File: config.mk
export PLATFORM = sky130hd
export DESIGN_NAME = integer_to_ascii_radix_top
export DESIGN_NICKNAME = d
export VERILOG_FILES = /design/src/hw/rtl/itoa_pkg.sv /design/src/hw/rtl/itoa_ctrl.sv /design/src/hw/rtl/itoa_dp.sv /design/src/hw/rtl/integer_to_ascii_radix_top.sv
export SDC_FILE = /design/constraint.sdc
export NUM_CORES = 1
export LEC_CHECK = 0
export BUFFER_PORTS_ARGS = -buffer_cell sky130_fd_sc_hd__buf_2
export CAP_MARGIN = 30
export CORE_MARGIN = 1.5
export CORE_UTILIZATION = 39
export DETAILED_ROUTE_END_ITERATION = 8
export PLACE_DENSITY = 0.68
export SYNTH_ARGS = -nofsm -noshare
export SYNTH_HDL_FRONTEND = slang
export SYNTH_SLANG_ARGS = --single-unit
File: constraint.sdc
create_clock -name clock -period 2.6 [get_ports clock]
set_input_delay 0.26 -clock clock [delete_from_list [all_inputs] [get_ports clock]]
set_output_delay 0.26 -clock clock [all_outputs]
set_load 0.005 [all_outputs]
File: src/hw/rtl/itoa_pkg.sv
// ============================================================================
// itoa_pkg
// Types, constants and helper functions shared by the radix conversion block.
// ============================================================================
`timescale 1ns / 1ps

package itoa_pkg;

   localparam int VALUE_WIDTH = 32;
   localparam int RADIX_W     = 6;
   localparam int CHAR_W      = 8;
   localparam int ADDR_W      = $clog2(VALUE_WIDTH);
   localparam int CNT_W       = $clog2(VALUE_WIDTH + 1);
   localparam int BIT_W       = $clog2(VALUE_WIDTH);
   localparam int REQ_FIELD_W = VALUE_WIDTH + RADIX_W;
   localparam int REQ_TDATA_W = ((REQ_FIELD_W + 7) / 8) * 8;

   localparam logic [RADIX_W-1:0] RADIX_MIN = RADIX_W'(2);
   localparam logic [RADIX_W-1:0] RADIX_MAX = RADIX_W'(36);
   localparam logic [RADIX_W-1:0] RADIX_DEC = RADIX_W'(10);

   localparam logic [CHAR_W-1:0] CHAR_ZERO       = 8'h30;
   localparam logic [CHAR_W-1:0] CHAR_ALPHA_BASE = 8'h57;  // 'a' - 10
   localparam logic [CHAR_W-1:0] CHAR_MINUS      = 8'h2D;

   typedef enum logic [2:0] {
      ST_IDLE,
      ST_DIVIDE,
      ST_STORE,
      ST_SIGN,
      ST_READ,
      ST_EMIT
   } state_type;

   typedef struct packed {
      logic load;
      logic div_step;
      logic store_digit;
      logic sign_load;
      logic mem_read;
      logic char_load;
   } ctrl_cmd_type;

   typedef struct packed {
      logic div_last;
      logic more_digits;
      logic minus;
      logic out_free;
      logic cnt_one;
   } dp_status_type;

   function automatic logic [CHAR_W-1:0] digit_char(input logic [RADIX_W-1:0] d);
      logic [CHAR_W-1:0] base;
      base = (d >= RADIX_DEC) ? CHAR_ALPHA_BASE : CHAR_ZERO;
      return base + CHAR_W'(d);
   endfunction

endpackage

File: src/hw/rtl/itoa_ctrl.sv
// ============================================================================
// itoa_ctrl
// Sequencer for the conversion: divide loop, digit storage and emission.
// ============================================================================
`timescale 1ns / 1ps

module itoa_ctrl (
   input  logic                  clock,
   input  logic                  reset,
   input  logic                  req_tvalid,
   output logic                  req_tready,
   input  itoa_pkg::dp_status_type sts,
   output itoa_pkg::ctrl_cmd_type  cmd
);
   import itoa_pkg::*;

   state_type state_ff;
   state_type state_in;

   always_ff @(posedge clock) begin
      if (reset) begin
         state_ff <= ST_IDLE;
      end else begin
         state_ff <= state_in;
      end
   end

   // Next state.
   always_comb begin
      state_in = state_ff;
      unique case (state_ff)
         ST_IDLE: begin
            if (req_tvalid) state_in = ST_DIVIDE;
         end
         ST_DIVIDE: begin
            if (sts.div_last) state_in = ST_STORE;
         end
         ST_STORE: begin
            priority if (sts.more_digits) state_in = ST_DIVIDE;
            else if (sts.minus)           state_in = ST_SIGN;
            else                          state_in = ST_READ;
         end
         ST_SIGN: begin
            if (sts.out_free) state_in = ST_READ;
         end
         ST_READ: begin
            state_in = ST_EMIT;
         end
         ST_EMIT: begin
            if (sts.out_free) state_in = sts.cnt_one ? ST_IDLE : ST_READ;
         end
         default: begin
            state_in = ST_IDLE;
         end
      endcase
   end

   // Outputs.
   always_comb begin
      cmd        = '0;
      req_tready = 1'b0;
      unique case (state_ff)
         ST_IDLE: begin
            req_tready = 1'b1;
            cmd.load   = req_tvalid;
         end
         ST_DIVIDE: begin
            cmd.div_step = 1'b1;
         end
         ST_STORE: begin
            cmd.store_digit = 1'b1;
         end
         ST_SIGN: begin
            cmd.sign_load = sts.out_free;
         end
         ST_READ: begin
            cmd.mem_read = 1'b1;
         end
         ST_EMIT: begin
            cmd.char_load = sts.out_free;
         end
         default: begin
            cmd = '0;
         end
      endcase
   end

endmodule

File: src/hw/rtl/itoa_dp.sv
// ============================================================================
// itoa_dp
// Datapath: operand setup, bit-serial divider, digit memory and output stage.
// ============================================================================
`timescale 1ns / 1ps

module itoa_dp (
   input  logic                                 clock,
   input  logic                                 reset,
   input  logic [itoa_pkg::VALUE_WIDTH-1:0]     value,
   input  logic [itoa_pkg::RADIX_W-1:0]         radix,
   input  logic                                 unsigned_mode,
   input  itoa_pkg::ctrl_cmd_type               cmd,
   output itoa_pkg::dp_status_type              sts,
   output logic                                 rsp_tvalid,
   input  logic                                 rsp_tready,
   output logic [itoa_pkg::CHAR_W-1:0]          rsp_char,
   output logic                                 rsp_last
);
   import itoa_pkg::*;

   logic [VALUE_WIDTH-1:0] work_ff, work_in;
   logic [RADIX_W-1:0]     rem_ff, rem_in;
   logic [RADIX_W-1:0]     radix_ff, radix_in;
   logic                   minus_ff, minus_in;
   logic [BIT_W-1:0]       bit_cnt_ff, bit_cnt_in;
   logic [CNT_W-1:0]       count_ff, count_in;
   logic [RADIX_W-1:0]     rd_ff;
   logic                   rsp_valid_ff, rsp_valid_in;
   logic [CHAR_W-1:0]      rsp_char_ff, rsp_char_in;
   logic                   rsp_last_ff, rsp_last_in;

   logic [RADIX_W-1:0]     digit_mem [VALUE_WIDTH];

   logic [RADIX_W-1:0]     radix_clamp;
   logic                   neg;
   logic [VALUE_WIDTH-1:0] mag;
   logic [RADIX_W:0]       trial;
   logic [RADIX_W:0]       diff;
   logic                   ge;
   logic [CNT_W-1:0]       count_dec;
   logic                   out_free;

   // Operand setup.
   always_comb begin
      priority if (radix < RADIX_MIN) radix_clamp = RADIX_MIN;
      else if (radix > RADIX_MAX)     radix_clamp = RADIX_MAX;
      else                            radix_clamp = radix;
      neg = !unsigned_mode && value[VALUE_WIDTH-1];
      mag = neg ? (~value + VALUE_WIDTH'(1)) : value;
   end

   // One restoring division step: shift in the next dividend bit.
   assign trial = {rem_ff, work_ff[VALUE_WIDTH-1]};
   assign diff  = trial - {1'b0, radix_ff};
   assign ge    = trial >= {1'b0, radix_ff};

   assign count_dec = count_ff - CNT_W'(1);
   assign out_free  = !rsp_valid_ff || rsp_tready;

   always_comb begin
      work_in    = work_ff;
      rem_in     = rem_ff;
      radix_in   = radix_ff;
      minus_in   = minus_ff;
      bit_cnt_in = bit_cnt_ff;
      count_in   = count_ff;
      rsp_char_in = rsp_char_ff;
      rsp_last_in = rsp_last_ff;
      rsp_valid_in = rsp_valid_ff && !rsp_tready;

      if (cmd.load) begin
         work_in    = mag;
         rem_in     = '0;
         radix_in   = radix_clamp;
         minus_in   = neg && (radix_clamp == RADIX_DEC);
         bit_cnt_in = '0;
         count_in   = '0;
      end
      if (cmd.div_step) begin
         work_in    = {work_ff[VALUE_WIDTH-2:0], ge};
         rem_in     = ge ? diff[RADIX_W-1:0] : trial[RADIX_W-1:0];
         bit_cnt_in = bit_cnt_ff + BIT_W'(1);
      end
      if (cmd.store_digit) begin
         rem_in   = '0;
         count_in = count_ff + CNT_W'(1);
      end
      if (cmd.sign_load) begin
         rsp_valid_in = 1'b1;
         rsp_char_in  = CHAR_MINUS;
         rsp_last_in  = 1'b0;
      end
      if (cmd.char_load) begin
         rsp_valid_in = 1'b1;
         rsp_char_in  = digit_char(rd_ff);
         rsp_last_in  = (count_ff == CNT_W'(1));
         count_in     = count_dec;
      end
   end

   always_ff @(posedge clock) begin
      if (reset) begin
         bit_cnt_ff   <= '0;
         count_ff     <= '0;
         rsp_valid_ff <= 1'b0;
      end else begin
         bit_cnt_ff   <= bit_cnt_in;
         count_ff     <= count_in;
         rsp_valid_ff <= rsp_valid_in;
      end
   end

   always_ff @(posedge clock) begin
      work_ff     <= work_in;
      rem_ff      <= rem_in;
      radix_ff    <= radix_in;
      minus_ff    <= minus_in;
      rsp_char_ff <= rsp_char_in;
      rsp_last_ff <= rsp_last_in;
   end

   // Digit memory: least significant digit at address zero.
   always_ff @(posedge clock) begin
      if (cmd.store_digit) begin
         digit_mem[count_ff[ADDR_W-1:0]] <= rem_ff;
      end
   end

   always_ff @(posedge clock) begin
      if (cmd.mem_read) begin
         rd_ff <= digit_mem[count_dec[ADDR_W-1:0]];
      end
   end

   always_comb begin
      sts.div_last    = (bit_cnt_ff == BIT_W'(VALUE_WIDTH - 1));
      sts.more_digits = (work_ff != '0) && (count_ff != CNT_W'(VALUE_WIDTH - 1));
      sts.minus       = minus_ff;
      sts.out_free    = out_free;
      sts.cnt_one     = (count_ff == CNT_W'(1));
   end

   assign rsp_tvalid = rsp_valid_ff;
   assign rsp_char   = rsp_char_ff;
   assign rsp_last   = rsp_last_ff;

endmodule

File: src/hw/rtl/integer_to_ascii_radix_top.sv
// ============================================================================
// integer_to_ascii_radix_top
// Converts a 32-bit integer to ASCII digits in radix 2..36, most significant first.
// ============================================================================
// With a minus sign, the first character to leave is the sign.
// The block takes a new transaction only when idle, once the last character has
// entered the output register; the shared divider forms one quotient bit per cycle.
// For each character the sequencer reads the digit memory and then emits it,
// waiting while the result side is not ready.
// Reset is synchronous and active high; it idles the sequencer and empties the
// output register. The digit memory is not cleared.
`timescale 1ns / 1ps

module integer_to_ascii_radix_top (
   input  logic                               clock,
   input  logic                               reset,
   // req_tdata fields, lowest bit up: value [31:0], radix [37:32], zero pad.
   input  logic [itoa_pkg::REQ_TDATA_W-1:0]   req_tdata,
   // req_tuser fields: unsigned_mode [0].
   input  logic                               req_tuser,
   input  logic                               req_tvalid,
   output logic                               req_tready,
   // rsp_tdata fields, lowest bit up: char_code [7:0].
   output logic [itoa_pkg::CHAR_W-1:0]        rsp_tdata,
   output logic                               rsp_tlast,
   output logic                               rsp_tvalid,
   input  logic                               rsp_tready
);
   import itoa_pkg::*;

   ctrl_cmd_type  cmd;
   dp_status_type sts;

   // The sequencer takes a transaction only when idle. The divider then runs
   // VALUE_WIDTH steps per digit and stores each remainder; the digits are
   // read back from the top of the memory and pass through a one-entry output
   // register, so a new transaction can be taken while the last character waits.
   itoa_ctrl u_ctrl (
      .clock      (clock),
      .reset      (reset),
      .req_tvalid (req_tvalid),
      .req_tready (req_tready),
      .sts        (sts),
      .cmd        (cmd)
   );

   itoa_dp u_dp (
      .clock         (clock),
      .reset         (reset),
      .value         (req_tdata[VALUE_WIDTH-1:0]),
      .radix         (req_tdata[VALUE_WIDTH +: RADIX_W]),
      .unsigned_mode (req_tuser),
      .cmd           (cmd),
      .sts           (sts),
      .rsp_tvalid    (rsp_tvalid),
      .rsp_tready    (rsp_tready),
      .rsp_char      (rsp_tdata),
      .rsp_last      (rsp_tlast)
   );

endmodule

* Yosys cells after proc, flatten, opt, wreduce, memory -nomap -nowiden
Memories as Yosys holds them, arrays and structs flattened. A register that Yosys moved wholly into a read port is not among the register bits.
Index checks and enable logic that the tools add are counted.
** Storage, ports and cells
- Register bits :: 69
- Latch bits :: 0
- Memory bits (read-only) :: 0
- Output and inout bits :: 11
- Memory bits (writable) :: 192
- Memories kept :: 1
** Memories
- u_dp.digit_mem :: words 32, width 6, rd ports 1, clocked after Yosys merged registers in 1, write ports 1, line itoa_dp.sv:33 : logic [RADIX_W-1:0] digit_mem [VALUE_WIDTH];
** Cells by class
- Multiplexer cells :: 36
- Add/sub/neg operators :: 6
- Order comparisons :: 4
- Reductions and logical operators :: 14
- Shift operators :: 0
- Bitwise operators :: 1
- Div/mod/pow operators :: 0
- Equality and inequality tests :: 13
- Multiply operators :: 0
** Operators by type and width (number)
- 32-bit two-way mux :: 3
- 6-bit two-way mux :: 7
- 32-bit by 1-bit adder with 32-bit output, second input constant :: 1
- 32-bit NOT :: 1
- 32-bit nonzero test :: 1
- 3-bit two-way mux :: 7
- 3-bit one-hot mux with 6 select lines :: 1
- 8-bit two-way mux :: 2
- 1-bit two-way mux :: 13
- 5-bit two-way mux :: 2
- 8-bit by 6-bit adder with 8-bit output :: 1
- 7-bit by 6-bit >= comparator with 1-bit output :: 1
- 7-bit two-way mux :: 1
- 6-bit by 1-bit adder with 6-bit output, second input constant :: 1
- 3-bit by 2-bit == test with 1-bit output, second input constant :: 2
- 3-bit == test, second input constant :: 2
- 6-bit by 1-bit == test with 1-bit output, second input constant :: 1
- 6-bit by 4-bit == test with 1-bit output, second input constant :: 1
- 6-bit by 4-bit >= comparator with 1-bit output, second input constant :: 1
- 6-bit > comparator, second input constant :: 1
- 6-bit by 2-bit less-than comparator with 1-bit output, second input constant :: 1
- 6-bit by 5-bit inequality test with 1-bit output, second input constant :: 1
- 6-bit by 1-bit subtractor with 6-bit output, second input constant :: 1
- 6-bit subtractor :: 1
- 12 further kinds :: 20

* Depth between registers and ports, before layout
Gate-level depths: netlist (run 1).
- Depth after elaboration :: 5
- Depth in mapped cells :: 10

* Hierarchy
From an unflattened synthesis (run 1), not the netlist that was laid out.
** Second synthesis, totals
- Cell total of the unflattened synthesis :: 883
- Area, all modules :: 12348.1 µm²
** Modules (own cells, without submodules)
- itoa_dp :: times used 1, cells each 854, area an instance 12109.1 µm², seq. area each 7747.4 µm²
- itoa_ctrl :: times used 1, cells each 29, area an instance 239.0 µm², seq. area each 60.1 µm²

* Least setup slack after synthesis (run 1)
Ideal clock, no wire load.
- Path type :: reg2reg
- From :: register u_dp.count_ff[0]
- To :: register u_dp.rd_ff[0], read port of u_dp.digit_mem (data pin)
- Stages on the path, launching flop included :: 11
- Arrival :: 2.619 ns
- Data required time :: 2.328 ns
- Buffers on the path :: 4
- Slack :: -0.291 ns
- Clock period less this slack :: 2.891 ns
- Cell sequence :: dfxtp_1 > buf_2 > buf_1 > inv_1 > ha_1 > clkbuf_1 > clkbuf_1 > mux4_2 > mux2i_1 > o22a_1 > o221ai_1
** Between the ends
- Cells in the longest elaborated chain, start to end :: 1
** RTL lines
- from (decl) :: line itoa_dp.sv:27 : logic [CNT_W-1:0] count_ff, count_in;
- from (signal assigned) :: line itoa_dp.sv:109 : count_ff <= count_in;
- 6-bit by 1-bit subtractor with 6-bit output :: line itoa_dp.sv:58 : assign count_dec = count_ff - CNT_W'(1);
- to (decl) :: line itoa_dp.sv:28 : logic [RADIX_W-1:0] rd_ff;
Every way passes these cells.
A chain may end at the register's enable or synchronous reset.

* Worst setup path in the final report (run 1)
- From :: register u_dp.count_ff[1]
- To :: register u_dp.rd_ff[1], read port of u_dp.digit_mem (data pin)
The elaborated chain is that of the path after synthesis.

==> results.md, run 1 <==
- Grt met3 use: 2.01%
- Cell chain of the critical path: inv_1 > ha_2 > buf_12 > mux4_2 > mux2i_1 > o22a_1 > o221ai_1
- Drt pass-1 iters: 5
- Share of post-route cells with drive strength above 1: a little over a fifth
- Height of the die: 179 µm
- Global Route Usage Sum: between 15 and 20%
- Max-slew violation count: 0
- Count of maximum capacitance violations: 0
- Element type at the critical path start: flip-flop
- Post-CTS Resized: 0
- Final design instance area without fill: 14000 µm²
- Horiz. Die Dim: 179 µm
- Number of buffers added on ports: 53
- Combinational power share: 10.9%
- Post-layout min period: 2.38 ns
- Share of synthesized area occupied by flip-flops and latches: between 60 and 70%
- Total CTS buffers: 28
- Setup Fix Bufs, Post-CTS: 0
- Unrepaired setup endpoints after global routing: no
- Yosys reg bits: approximately 270
- Net count, final: ~990
- Fraction of power consumed by sequential logic: roughly half
- Final ANT Viol Nets: 0
- Post-Route WL: between 20 and 25 mm
- Proportion of register bits with asynchronous set or reset after synthesis: 0%
- Busiest layer in global routing: met2
- Worst hold slack after final layout: 0.0344 ns
- Maximum count of clock buffers along a single path: 3
- Static Leak: roughly 4.8 nW
- Final count of negative-setup-slack endpoints: 0
- Maximum ir drop on the vdd rail: about 0.46 mV
- CTS root buffer: sky130_fd_sc_hd__clkbuf_16
- Critical path peak fanout: 24
- Antenna cell count: 0
- Initial drt markers: just under 600
- Maximum achievable frequency: 420 MHz
- Met1 track demand over resource: 20.8%
- Number of distinct standard cells referenced by the synthesized netlist: 60
- Clock input transition at the sequential cells of the worst setup and hold paths: 0.06 ns
- Worst setup path class: flip-flop to flip-flop
- Layout Area Growth over Synthesis: 16.4%
- Data arrival time of the worst path: about 2.7 ns
- Final hold violation count: 0
- Part of the total power dissipated in the clock network: 38.5%
- Element type at the critical path end: flip-flop
- Drt drc: 0
- Required time worst endpoint: 2.89 ns
- Switching power of the nets: 0.00252 W
- Mean area per synthesized cell: 14.4 µm²
- Net switching share of the total power: 24.1%
- Critical path's largest stage delay: 0.44 ns
- TritonCTS Sinks: 267
- Synth Cell Area: 12100 µm²
- Weighted congestion at the end of routability-driven global placement: 0.847
- Vias: 7213
- Class of the worst hold path: input pin to flip-flop
- Ratio of routed vias to standard cells: 5.37
- Sum of overflow across all layers after global routing: 0
- Slowest cell on crit path: sky130_fd_sc_hd__dfxtp_1
- Worst slew pin tran: 0.745 ns
- Gate count of the mapped netlist: 838
- Number of flops mapped to enable cells by yosys: 246
- DIE AREA: between 30000 and 40000 µm²
- Clock latency reported for the late side of the worst-skew pair: 0.55 ns
- H-tree depth reported by CTS: 1
- TritonCTS clock tree: built
- Max-slew headroom: 50.4%
- Count of pins on the block boundary: 56
- Site row count: 64
- Global-route wire length before repair: 38.8 mm
- Worst Clk Skew: 0.0275 ns
- Effective utilization at floorplan: 39.5%
- Hold-fix buffer count after cts: 1
- Initial antenna violation count: 0
- Part of the cycle the worst path needs: 91.6%
- Cell Int Power: just under 0.008 W
- CP top delay family: multiplexers
- HPWL reported at the end of detailed placement: about 16 mm
- GR Layer Usage met2: 26.8%
- Primary flip-flop cell chosen by synthesis mapping: sky130_fd_sc_hd__edfxtp_1
- Number of warnings reported in the yosys synthesis log: 0
- Pin count of the biggest net entering global routing: 61
- Nets in the synthesized netlist: 903
- Std-Cell Core Area: 30500 µm²
- Run status: complete, no violations
- P per Cell Area: 745 nW/µm²
- Vias in the first global route: 7113
- Sum of buffers and inverters on the critical path: 2
- Drt wl/cell: 18.3 µm
- Post-detailed-placement cell area: 13100 µm²
- Total negative slack: 0 ns
worst paths after layout:
path	startpoint	end	slack (ns)	depth (start not counted)
max	u_dp.count_ff[1]$_SDFFE_PP0P_	u_dp.rd_ff[1]$_DFFE_PP_	0.22	7
min	req_tdata[34]	u_dp.radix_ff[2]$_DFFE_PP_	0.03	2
max reg2reg	u_dp.count_ff[1]$_SDFFE_PP0P_	u_dp.rd_ff[1]$_DFFE_PP_	0.22	7
min reg2reg	u_dp.bit_cnt_ff[2]$_SDFFE_PP0P_	u_dp.bit_cnt_ff[2]$_SDFFE_PP0P_	0.48	2
cells in the mapped netlist, drive strengths merged, types with 2 or more instances:
cell / instances / share of area [%]
mux4: 48 / 9.0
o31ai: 2 / 0.12
a41oi: 4 / 0.29
nand2: 53 / 1.7
nor3b: 3 / 0.19
fa: 2 / 0.33
o221ai: 6 / 0.44
nor2: 79 / 2.5
dfxtp: 21 / 3.5
inv: 28 / 0.87
edfxtp: 246 / 61
o21a: 2 / 0.12
a311oi: 2 / 0.15
a21o: 4 / 0.25
or4: 6 / 0.37
a21oi: 34 / 1.4
o22a: 6 / 0.44
nand4: 2 / 0.10
nor3: 19 / 0.92
ha: 18 / 1.9
or3: 8 / 0.42
or2: 4 / 0.21
nand2b: 10 / 0.52
clkbuf: 29 / 0.90
a32o: 4 / 0.33
and2: 4 / 0.21
xor2: 10 / 0.73
nor2b: 6 / 0.31
buf: 13 / 0.53
a31oi: 12 / 0.62
nand3: 12 / 0.50
and3: 2 / 0.10
xnor2: 29 / 2.1
o21ai: 41 / 1.7
a22oi: 4 / 0.25
nand3b: 4 / 0.25
o211ai: 6 / 0.37
nor4: 10 / 0.64
o41ai: 4 / 0.29
mux2i: 27 / 2.2
registers in the layout (all words and copies together), names as in the netlist:
register / flops
u_dp.bit_cnt_ff: 5
u_dp.rsp_tvalid: 1
u_dp.radix_ff: 6
u_dp.rsp_char: 8
u_dp.work_ff: 32
u_dp.rsp_last: 1
u_dp.rem_ff: 6
u_dp.minus_ff: 1
u_dp.count_ff: 6
u_ctrl.state_ff: 3
u_dp.digit_mem: 192
u_dp.rd_ff: 6
logic make-up (layout without fill, tap and decap cells):
kind of cell             after synthesis  in the layout  synth area share, %
AO/OA/AOI/OAI                        140            140                 7.44
XOR/XNOR                              39             39                 2.83
adder cells (fa/ha/maj)               20             20                 2.20
buffers and inverters                 70            178                 2.30
flip-flops                           267            267                 64.8
multiplexers                          76             76                 11.3
AND/OR/NAND/NOR                      226            226                 9.15
power groups by stage:
| stage | Combinational, W | Sequential, W | Clock, W |
|---|---|---|---|
| global route | 0.00129 | 0.00530 | 0.00426 |
| finish | 0.00114 | 0.00528 | 0.00403 |
| global placement | 0.00110 | 0.00537 | 0 |
| floorplan | 0.000507 | 0.00555 | 0 |
| detailed placement | 0.00117 | 0.00537 | 0 |
| CTS | 0.00117 | 0.00528 | 0.00410 |
cell type report:
cell class                      instances  area [µm²]
Clock buffer                           39         802
Multi-Input combinational cell        501        4000
Inverter                               28         105
Fill cell                            2647       16500
Clock inverter                         13         151
Sequential cell                       267        7810
Tap cell                              396         495
Timing Repair Buffer                   98         668
stage by stage:
step	utilization, %	setup slack, ns	total power [W]	cells
detailed placement	42.8	0.177	0.00654	1289
floorplan	-	0.0306	0.00606	838
finish	46.0	0.218	0.0105	1342
global placement	42.8	0.182	0.00647	1289
CTS	46.0	0.263	0.0106	1342
global route	46.0	0.0733	0.0108	1342
routing by layer:
metal	routed length (µm)	share of wire [%]
met5	0	0
met4	645	2.6
met3	1230	5.0
met2	12100	49
met1	10700	43
placed cells by master (no fill, tap or decap), types with 20 or more instances in the layout:
| cell type | n |
|---|---|
| sky130_fd_sc_hd__buf_4 | 39 |
| sky130_fd_sc_hd__o21ai_0 | 40 |
| sky130_fd_sc_hd__dfxtp_1 | 20 |
| sky130_fd_sc_hd__clkbuf_16 | 28 |
| sky130_fd_sc_hd__a21oi_1 | 34 |
| sky130_fd_sc_hd__mux2i_1 | 27 |
| sky130_fd_sc_hd__nand2_1 | 53 |
| sky130_fd_sc_hd__inv_1 | 28 |
| sky130_fd_sc_hd__mux4_2 | 48 |
| sky130_fd_sc_hd__nor2_1 | 79 |
| sky130_fd_sc_hd__buf_2 | 53 |
| sky130_fd_sc_hd__xnor2_1 | 29 |
| sky130_fd_sc_hd__edfxtp_1 | 246 |
Note: power is estimated with default switching activity, not from simulation.
==> run 2, diff against run 1 <==
Settings changed: GPL_TIMING_DRIVEN set to 0, PLACE_DENSITY 0.68 to not set.
==> results.md, run 2 (same netlist as run 1, synthesis figures left out) <==
- Run status: complete, no violations
- Most used cells in the layout excluding fill and tap cells: 246 x sky130_fd_sc_hd__edfxtp_1, 59 x sky130_fd_sc_hd__buf_2, 48 x sky130_fd_sc_hd__nand2_1, 48 x sky130_fd_sc_hd__mux4_2, 47 x sky130_fd_sc_hd__nor2_1
- Worst hold slack after final layout: around 0.042 ns
- Global Route Usage Sum: 16.9%
- Unrepaired setup endpoints after global routing: no
- HPWL reported at the end of detailed placement: between 15 and 20 mm
- Layout Area Growth over Synthesis: 17.4%
- TritonCTS clock tree: built
- Worst setup path class: flip-flop to flip-flop
- Maximum achievable frequency: just under 400 MHz
- Maximum count of clock buffers along a single path: 3
- Site row count: 64
- Post-layout min period: 2.55 ns
- Count of maximum capacitance violations: 0
- Class of the worst hold path: input pin to flip-flop
- Drt pass-1 iters: 5
- Required time worst endpoint: between 2 and 3 ns
- Clock input transition at the sequential cells of the worst setup and hold paths: 0.06 ns
- Weighted congestion at the end of routability-driven global placement: 0.826
- Element type at the critical path end: flip-flop
- Number of buffers added on ports: 53
- Most common cell after layout, fill and taps aside: sky130_fd_sc_hd__edfxtp_1
- Std-Cell Core Area: between 30000 and 40000 µm²
- Final ANT Viol Nets: 0
- Max-slew headroom: 48.5%
- Element type at the critical path start: flip-flop
- Sum of overflow across all layers after global routing: 0
- Horiz. Die Dim: 179 µm
- DIE AREA: 32000 µm²
- Share of post-route cells with drive strength above 1: 23.6%
- Net count, final: 1002
- Height of the die: about 180 µm
- Number of standard cells in the final layout excluding fillers: 1356
- Sequential cell area: just under 8000 µm²
- Pin count of the biggest net entering global routing: 30
- Flip-flop count of the largest register, all copies and words added: 192
- Final hold violation count: 0
- Initial drt markers: 542
- Count of pins on the block boundary: 56
- Clock latency reported for the late side of the worst-skew pair: 0.55 ns
- Drt drc: 0
- Max-slew violation count: 0
- Global-route wire length before repair: 40.8 mm
- Final design utilization: 46.4%
- Number of placed cells counting well taps: 1294
- Worst slew pin tran: 0.772 ns
- Total CTS buffers: 28
- Worst Clk Skew: approximately 0.027 ns
- Static Leak: around 4.7 nW
- Post-Route WL: ~26 mm
- Critical path peak fanout: 10
- Final Power: 0.0105 W
- Data arrival time of the worst path: 2.81 ns
- Drt wl/cell: 19.4 µm
- Part of the cycle the worst path needs: between 90% and 100%
- H-tree depth reported by CTS: 1
- TritonCTS Sinks: between 200 and 300
- Vias in the first global route: about 7300
- Initial antenna violation count: 1
- Vias: approximately 7300
- CTS root buffer: sky130_fd_sc_hd__clkbuf_16
- Area occupied by multi-input gates: between 4000 and 5000 µm²
- Maximum ir drop on the vdd rail: ~0.66 mV
- Effective utilization at floorplan: about two fifths
- Number of fill cells: 2686
- Ratio of routed vias to standard cells: 5.37
- P per Cell Area: 740 nW/µm²
- Final count of negative-setup-slack endpoints: 0
[run 2: critical path: stages (launching register included)]
cell and delay [ns]:
sky130_fd_sc_hd__dfxtp_2 0.35, sky130_fd_sc_hd__buf_6 0.11, sky130_fd_sc_hd__buf_8 0.15, sky130_fd_sc_hd__inv_1 0.11
sky130_fd_sc_hd__ha_4 0.35, sky130_fd_sc_hd__clkbuf_8 0.20, sky130_fd_sc_hd__mux4_2 0.33, sky130_fd_sc_hd__mux2i_1 0.28
sky130_fd_sc_hd__o22a_1 0.24, sky130_fd_sc_hd__o221ai_1 0.13
[run 2: path summary, 6_finish.rpt]
kind,slack (ns),endpoint,depth (start not counted),start
setup / recovery,0.05,u_dp.rd_ff[2]$_DFFE_PP_,9,u_dp.count_ff[0]$_SDFFE_PP0P_
hold reg to reg,0.48,u_dp.bit_cnt_ff[3]$_SDFFE_PP0P_,1,u_dp.bit_cnt_ff[3]$_SDFFE_PP0P_
setup reg to reg,0.05,u_dp.rd_ff[2]$_DFFE_PP_,9,u_dp.count_ff[0]$_SDFFE_PP0P_
hold / removal,0.04,u_dp.radix_ff[2]$_DFFE_PP_,3,req_tdata[35]
[run 2: what timing repair did]
action / in CTS / in global routing
hold buffers: 3 / 0
endpoints found under the setup margin: 202 / 206
hold endpoints to repair: 5 / 0
resized for setup: 56 / 13
buffers inserted: 5 / 1
pin swaps: 4 / 2
[run 2: final cells by class]
class,instances,area share (%)
Antenna cell,1,0.0177
Buffer,41,1.59
Clock buffer,43,5.56
Clock inverter,9,0.778
Inverter,28,0.742
Multi-Input combinational cell,501,29.1
Sequential cell,267,55.2
Tap cell,396,3.50
Timing Repair Buffer,70,3.55
[run 2: metal layers]
layer | global-route usage (%) | routed length, µm | vias up
met4 | 5.45 | 739 | 0
met3 | 3.22 | 1600 | 46
met1 | 22.2 | 11300 | 3568
met2 | 28.3 | 12600 | 207
met5 | 0 | 0 | -
li1 | - | - | 3457
[run 2: power breakdown]
group / switching (W) / total, W / internal, W
Clock: 0.00159 / 0.00387 / 0.00228
Sequential: 0.000275 / 0.00549 / 0.00522
Combinational: 0.000653 / 0.00112 / 0.000463
[run 2: metrics by stage]
stage                     TNS (ns)  instance area (µm²)  setup slack [ns]
after detailed placement    -79.64                13000            -0.978
after floorplan                  0                12100            0.0306
after global placement      -73.03                12800            -0.926
after global routing             0                14200            0.0126
after CTS                   -26.94                14100            -0.198
final                            0                14200            0.0482
==> run 3, diff against run 2 <==
Settings changed: CELL_PAD_IN_SITES_DETAIL_PLACEMENT set to 1, CELL_PAD_IN_SITES_GLOBAL_PLACEMENT set to 2, PLACE_DENSITY_LB_ADDON set to 0.1, SKIP_CTS_REPAIR_TIMING set to 1.
==> results.md, run 3 (same netlist as run 1, synthesis figures left out) <==
- Fraction of power consumed by sequential logic: roughly half
- Cell Int Power: 0.00817 W
- Std-Cell Core Area: ~31000 µm²
- Number of standard cells in the final layout excluding fillers: 1354
- Part of the cycle the worst path needs: 99.9%
- Site row count: 64
- Max-slew violation count: 0
- Pin count of the biggest net entering global routing: 25
- Antenna cell count: 0
- Class of the worst hold path: input pin to flip-flop
- Sum of overflow across all layers after global routing: 0
- Data arrival time of the worst path: 2.81 ns
- Most common cell after layout, fill and taps aside: sky130_fd_sc_hd__edfxtp_1
- Cell chain of the critical path: clkbuf_1 > nor3b_2 > clkbuf_2 > nand2_2 > nor2_2
- HPWL reported at the end of detailed placement: ~22 mm
- TritonCTS clock tree: built
- CTS root buffer: sky130_fd_sc_hd__clkbuf_16
- Net switching share of the total power: 24.9%
- Part of the total power dissipated in the clock network: roughly two fifths
- Final count of negative-setup-slack endpoints: 0
- Worst slew pin tran: 0.934 ns
- Horiz. Die Dim: 179 µm
- Unrepaired setup endpoints after global routing: yes
- Number of placed cells counting well taps: 1294
- Final design instance area without fill: approximately 14000 µm²
- Clock input transition at the sequential cells of the worst setup and hold paths: 0.06 ns
- Net count, final: 999
- Vias in the first global route: roughly 7900
- Worst setup path class: flip-flop to flip-flop
- Drt pass-1 iters: 4
- Post-Route WL: 29.9 mm
- P per Cell Area: 755 nW/µm²
- Total CTS buffers: 30
- Maximum achievable frequency: between 300 and 400 MHz
- Effective utilization at floorplan: 39.5%
- Element type at the critical path end: flip-flop
- Post-layout min period: 2.60 ns
- Global-route wire length before repair: 46.0 mm
- Ratio of routed vias to standard cells: approximately 5.5
- Layout Area Growth over Synthesis: 19.5%
- Count of pins on the block boundary: 56
- Max-slew headroom: ~38%
- Flip-flop count of the largest register, all copies and words added: 192
- Initial drt markers: 412
- TritonCTS Sinks: about 270
- DIE AREA: 32000 µm²
- Final hold violation count: 0
- H-tree depth reported by CTS: 1
- Final ANT Viol Nets: 0
- Drt wl/cell: 22.1 µm
- Share of post-route cells with drive strength above 1: a little over a quarter
- Run status: complete, no violations
- Final design utilization: between 40% and 50%
- Number of fill cells: 3008
- Number of buffers added on ports: 53
- Total negative slack: 0 ns
- Static Leak: 4.77 nW
- Critical path peak fanout: 10
- Initial antenna violation count: 0
- Critical path's largest stage delay: 0.48 ns
- Element type at the critical path start: flip-flop
- Height of the die: about 180 µm
- Weighted congestion at the end of routability-driven global placement: 0.801
- Switching power of the nets: 0.00271 W
- Clock latency reported for the late side of the worst-skew pair: 0.56 ns
- Post-detailed-placement cell area: 13000 µm²
- Combinational power share: around 11%
- Vias: 7406
- Most used cells in the layout excluding fill and tap cells: 246 x sky130_fd_sc_hd__edfxtp_1, 60 x sky130_fd_sc_hd__buf_2, 48 x sky130_fd_sc_hd__mux4_2
- Maximum count of clock buffers along a single path: 3
- Worst Clk Skew: approximately 0.014 ns
- Global Route Usage Sum: 19.1%
- Maximum ir drop on the vdd rail: approximately 0.46 mV
- Drt drc: 0
- Required time worst endpoint: 2.81 ns
- Count of maximum capacitance violations: 0
- Slowest cell on crit path: sky130_fd_sc_hd__nor3b_2
[run 3: changes by cell type in the layout (fill, tap and decap cells not counted), moves of 3 or more]
cell | previous run | this run
sky130_fd_sc_hd__o221ai_2 | 0 | 6
sky130_fd_sc_hd__clkinvlp_4 | 0 | 8
sky130_fd_sc_hd__clkbuf_8 | 5 | 2
sky130_fd_sc_hd__clkbuf_1 | 34 | 23
sky130_fd_sc_hd__nor2_4 | 1 | 17
sky130_fd_sc_hd__nor2_2 | 31 | 16
sky130_fd_sc_hd__o221ai_1 | 6 | 0
sky130_fd_sc_hd__clkinv_2 | 1 | 5
[run 3: power groups by stage]
| stage | combinational, W | clock, W | sequential, W |
|---|---|---|---|
| after floorplan | 0.000507 | 0 | 0.00555 |
| after global placement | 0.000685 | 0 | 0.00579 |
| after detailed placement | 0.00119 | 0 | 0.00559 |
| after CTS | 0.00119 | 0.00431 | 0.00550 |
| after global routing | 0.00130 | 0.00445 | 0.00553 |
| final | 0.00118 | 0.00420 | 0.00550 |
[run 3: critical path, delay by kind of cell, from the launching register on]
| family | cells | cell delay [ns] |
|---|---|---|
| AND/OR/NAND/NOR | 3 | 1.33 |
| flip-flops | 1 | 0.32 |
| buffers and inverters | 2 | 0.59 |
[run 3: layout make-up]
cell class | count | area [µm²] | share of cell area (%)
sequential | 267 | 7810 | 54.2
multi-input combinational | 501 | 4280 | 29.7
clock buffer | 34 | 786 | 5.45
tap | 396 | 495 | 3.44
timing repair buffer | 66 | 480 | 3.34
buffer | 40 | 235 | 1.63
clock inverter | 22 | 215 | 1.49
inverter | 28 | 105 | 0.730
[run 3: through the flow]
step / hold WS (ns) / total power (W) / setup slack (ns)
4_1_cts: -0.0460 / 0.0110 / -1.11
3_3_place_gp: 0.458 / 0.00647 / -1.04
6_report: 0.0104 / 0.0109 / 0.00273
2_1_floorplan: 0.332 / 0.00606 / 0.0306
3_5_place_dp: 0.488 / 0.00677 / -1.08
5_1_grt: 0.0193 / 0.0113 / -0.142
[run 3: path summary, 6_finish.rpt]
check	endpoint	from	depth (start not counted)	slack, ns
worst max register to register	u_dp.digit_mem[4][1]$_DFFE_PP_	u_ctrl.state_ff[2]$_SDFFE_PP0P_	5	0.003
worst max-delay path	u_dp.digit_mem[4][1]$_DFFE_PP_	u_ctrl.state_ff[2]$_SDFFE_PP0P_	5	0.003
worst min-delay path	u_dp.radix_ff[2]$_DFFE_PP_	req_tdata[34]	2	0.01
worst min register to register	u_dp.bit_cnt_ff[3]$_SDFFE_PP0P_	u_dp.bit_cnt_ff[3]$_SDFFE_PP0P_	1	0.49
[run 3: per-layer routing]
metal	GRT usage, %	up-vias	wire [µm]
met1	25.7	3801	13300
met3	2.76	34	1030
met4	4.10	0	394
met5	0	-	0
met2	32.9	126	15100
li1	-	3445	-
